===== config.mk =====
export PLATFORM = sky130hd
export DESIGN_NAME = cpba_cell
export DESIGN_NICKNAME = d
export VERILOG_FILES = /design/src/rtl/cpba_pkg.sv /design/src/rtl/cpba_cell.sv
export SDC_FILE = /design/constraint.sdc
export NUM_CORES = 1
export LEC_CHECK = 0
export ABC_AREA = 1
export BUFFER_PORTS_ARGS = -buffer_cell sky130_fd_sc_hd__buf_2
export CAP_MARGIN = 20
export CORE_MARGIN = 1
export CORE_UTILIZATION = 30
export DETAILED_ROUTE_END_ITERATION = 8
export MAX_ROUTING_LAYER = met4
export PLACE_DENSITY = 0.66
export SLEW_MARGIN = 20
export SYNTH_ARGS = -nofsm -noshare
export SYNTH_HDL_FRONTEND = slang
export SYNTH_SLANG_ARGS = --single-unit

===== constraint.sdc =====
create_clock -name clock -period 1.2 [get_ports clock]
set_input_delay 0.12 -clock clock [delete_from_list [all_inputs] [get_ports clock]]
set_output_delay 0.12 -clock clock [all_outputs]
set_load 0.03 [all_outputs]

===== src/rtl/cpba_pkg.sv =====
// Shared constants, codes and types of the page bitmap allocator.
// No dependencies.
`default_nettype none

package cpba_pkg;

   localparam int NUM_PAGES_DEF  = 1024;
   localparam int MAX_RUN_DEF    = 64;
   localparam int PAGE_SHIFT_DEF = 12;

   localparam int ADDR_W     = 48;
   localparam int RUN_W      = 7;
   localparam int CNT_W      = 11;
   localparam int STAT_W     = 2;
   localparam int WORD_PAGES = 32;
   localparam int POS_W      = $clog2(WORD_PAGES);
   localparam int CSR_IDX_W  = 1;

   localparam logic [CNT_W-1:0] POOL_PAGES_RST = 11'd1024;

   localparam logic CMD_ALLOC = 1'b0;
   localparam logic CMD_FREE  = 1'b1;

   localparam logic [CSR_IDX_W-1:0] CSR_POOL_BASE  = 1'b0;
   localparam logic [CSR_IDX_W-1:0] CSR_POOL_PAGES = 1'b1;

   typedef enum logic [STAT_W-1:0] {
      STAT_OK           = 2'd0,
      STAT_NO_SPACE     = 2'd1,
      STAT_BAD          = 2'd2,
      STAT_ALREADY_FREE = 2'd3
   } status_type;

   typedef enum logic [4:0] {
      ST_IDLE   = 5'b00001,
      ST_DECODE = 5'b00010,
      ST_SCAN   = 5'b00100,
      ST_MARK   = 5'b01000,
      ST_FINISH = 5'b10000
   } state_type;

   typedef struct packed {
      logic             clear;
      logic             step;
      logic [RUN_W-1:0] run_length;
   } scan_ctrl_type;

   typedef struct packed {
      logic             hit;
      logic [POS_W-1:0] pos;
   } scan_res_type;

endpackage

`default_nettype wire


===== src/rtl/cpba_cell.sv =====
// One bitmap cell: holds a word of used bits and passes it down the ring.
// Depends on cpba_pkg.
`default_nettype none

module cpba_cell import cpba_pkg::*; (
   input  logic                  clock,
   input  logic                  reset,
   input  logic                  shift,
   input  logic [WORD_PAGES-1:0] word_in,
   output logic [WORD_PAGES-1:0] word_out
);

   logic [WORD_PAGES-1:0] word_ff;
   logic [WORD_PAGES-1:0] word_nxt_in;

   always_comb begin
      word_nxt_in = shift ? word_in : word_ff;
   end

   always_ff @(posedge clock) begin
      if (reset) begin
         word_ff <= '0;
      end else begin
         word_ff <= word_nxt_in;
      end
   end

   assign word_out = word_ff;

endmodule

`default_nettype wire


==> Yosys cells after proc, flatten, opt, wreduce, memory -nomap -nowiden <==
Cells that the tools add are included.
{ "word_totals": {"input_bits": 35, "wordCells": 1, "regBits": 32, "out_inout_bits": 32} }

==> Depth between registers and ports, before layout <==
{ "depth": {"depth_word": 0, "depth_mapped": 5} }

==> Worst setup path before layout <==
Ideal clock, no wire load.
{ "synth_timing": {"path_type": "reg-to-reg", "start": "register, netlist name word_out[29]", "end": "register word_ff[29] (netlist: word_out[29])", "setup_slack_ns": 0.488, "stages_incl_launch_ff": 3, "required_ns": 1.136, "setup_ns": 0.064, "arrival_ns": 0.648, "path_cell_list": "dfxtp_1 > nor2_1 > nor2_1"} }
{ "synth_rtl": {"columns": ["element", "line", "source"], "rows": [
  ["end signal, assigned", "cpba_cell.sv:24", "word_ff <= word_nxt_in;"],
  ["end, declared", "cpba_cell.sv:13", "logic [WORD_PAGES-1:0] word_ff;"]
]} }

==> Worst setup path in the final report <==
{ "layout_timing": {"start": "register word_ff[5] (netlist: word_out[5])", "end": "output port word_out[5]"} }
{ "layout_rtl": {"columns": ["element", "line", "source"], "rows": [
  ["end, declared", "cpba_cell.sv:10", "output logic [WORD_PAGES-1:0] word_out"]
]} }
No word-level cell between the ends.

==> qor.csv <==
metric,value,unit
outcome,completed,
ff2ff_path_depth,2,
endpoint,word_out[5],
syn_area,1340,µm²
seq_area,641,µm²
finalClockSkew,0,ns
path_clk_slew,0.06,ns
combPwrFrac,19.5,%
hold_class,in -> reg,
final_hold_viol_count,0,
final_nets,303,
drt_iter0_markers,29,
switching_power,695,µW
drive_gt1_share,27.6,%
grt_pass1_vias,988,
internal-power,1.69,mW
crit_slowest_cell,dfxtp_1,
slew_violations,0,
synth_commonest_cells,"nand2_1, nor2_1, inv_1, dfxtp_1, buf_6",
clk_latency,0.27,ns
startpoint_type,flop,
cts_hold_buffers,0,
layout_setup_ws,0.261,ns
syn_area_per_cell,6.59,µm²
setup_violations,0,
synth_seq_cells,32,
overflow,0,
vias_per_cell,3.90,
cts_sinks,32,
rows,23,
cts_tree,done,
ant_nets,0,
synth_area_leaders,"dfxtp_1, nand2_1, nor2_1",
synth_top_area_share,47.9,%
vias,1240,
cts_buffers,5,
area_delta_synth_final,31.1,%
ys.flop_type,dfxtp_1,
grt_use_total,11.5,%
critPathTopFamily,flip-flops,
arrival,0.82,ns
finalWeightedCongestion,0.643,
core,4140,µm²
ir_worst_vdd,0.669,mV
crit_buf_inv,1,
dr.pass1.iters,4,
post-route-period-util,78.2,%
ios,67,
fin_total_pwr,2.39,mW
post-cts-setup-buffer-count,0,
synth_edf_count,0,
die_h,68.8,µm
reg2reg_to,word_out[29]$_SDFFE_PP0P_,
dieArea,4730,µm²
cp.depth,1,
rrSetupSlack,0.64,ns
seq_power_share,49.0,%
clock_tree.root_cell,clkbuf_8,
cts_resized,0,
synthArstFlopShare,0,%
clock_path_buffers,2,
switching_share,29.1,%
multi_input_area,480,µm²
wl_per_cell,7.75,µm
yosysSeqAreaShare,47.9,%
stdcell_area,1760,µm²
io_buffer_count,66,
cpPeakStageDelay,0.34,ns
max_cap_viol_count,0,
fillers,478,
criticalPathCategory,reg -> out,
synth_area_leader_cell,dfxtp_1,
synth_nets,238,
slew_headroom,83.6,%
hpwlAfterDp,1680,µm
routed_wl,2470,µm
pre_cts_slack,0.412,ns
start_util,32.3,%
r2r_start,word_out[29]$_SDFFE_PP0P_,
grt_pass1_wl,3830,µm
grt_max_degree,65,
crit_fanout,2,
crit_chain,buf_2,
die_w,68.8,µm
antenna_found_initial,0,
post_dp_cell_area,1680,µm²
timing.setup.tns,0,ns
largest_register_ffs,32,
p_leak,1.09,nW
htreeDepth,2,
powerDensity,1360,nW/µm²
synth.distinct_cells,6,
diodes,0,
remaining_drc_errors,0,
crit_path_end_kind,output pin,
rsz0062_at_grt,false,
yosysWarnings,0,
cp-startpoint,word_out[5]$_SDFFE_PP0P_,
clockPowerShare,31.5,%
clock.fmax,1070,MHz
crit_required,1.08,ns
worst_slew_pin_slew,0.245,ns
final.min_clock_period,0.939,ns
synthCells,203,
==> area by class of cell <==
type	count	share of cell area, %
Tap cell	50	3.56
Clock inverter	1	0.285
Sequential cell	32	36.5
Multi-Input combinational cell	128	27.4
Clock buffer	6	4.13
Inverter	33	7.06
Timing Repair Buffer	68	21.1
==> metrics by stage <==
| stage | utilization (%) | hold slack [ns] | std cells |
|---|---|---|---|
| 4_1_cts | 42.4 | 0.113 | 318 |
| 3_3_place_gp | 40.5 | 0.401 | 311 |
| 2_1_floorplan | - | 0.302 | 203 |
| 5_1_grt | 42.4 | 0.130 | 318 |
| 6_report | 42.4 | 0.124 | 318 |
| 3_5_place_dp | 40.5 | 0.411 | 311 |
==> how the worst min path moves through the flow <==
stage                     depth (start not counted)                         to  slack (ns)         from
after floorplan                                   3  word_out[29]$_SDFFE_PP0P_        0.30        reset
after global placement                            5   word_out[2]$_SDFFE_PP0P_        0.40   word_in[2]
after detailed placement                          5   word_out[2]$_SDFFE_PP0P_        0.41   word_in[2]
after CTS                                         5  word_out[30]$_SDFFE_PP0P_        0.11  word_in[30]
after global routing                              5  word_out[13]$_SDFFE_PP0P_        0.13  word_in[13]
final                                             5   word_out[3]$_SDFFE_PP0P_        0.12   word_in[3]
==> cells in the final DEF (no fill, tap or decap) <==
cell and n:
buf_12 2, buf_2 66, clkbuf_1 1, clkbuf_8 5
clkinv_2 1, dfxtp_1 32, inv_1 33, nand2_1 64
nor2_1 64
==> per-layer routing <==
| layer | track usage [%] | wire length [µm] |
|---|---|---|
| met4 | 7.65 | 65 |
| met5 | - | 0 |
| met1 | 12.3 | 1220 |
| met2 | 18.0 | 1020 |
| met3 | 3.95 | 163 |
==> power by group through the flow <==
stage               combinational, mW  sequential (mW)  clock, mW
floorplan                       0.186             1.34          0
global placement                0.467             1.19          0
detailed placement              0.471             1.20          0
CTS                             0.472             1.17      0.797
global route                    0.521             1.18      0.841
finish                          0.466             1.17      0.753
==> logic make-up after synthesis <==
kind of cell | share of synthesized area (%)
DFF | 47.9
buffers and inverters | 16.3
and+or+nand+nor | 35.9
==> worst reg2reg max path: cells and delay by family (launching register included) <==
kind / cells / cell delay, ns
flops: 1 / 0.31
simple gates: 2 / 0.15
Power figures use the tool's default switching activity.
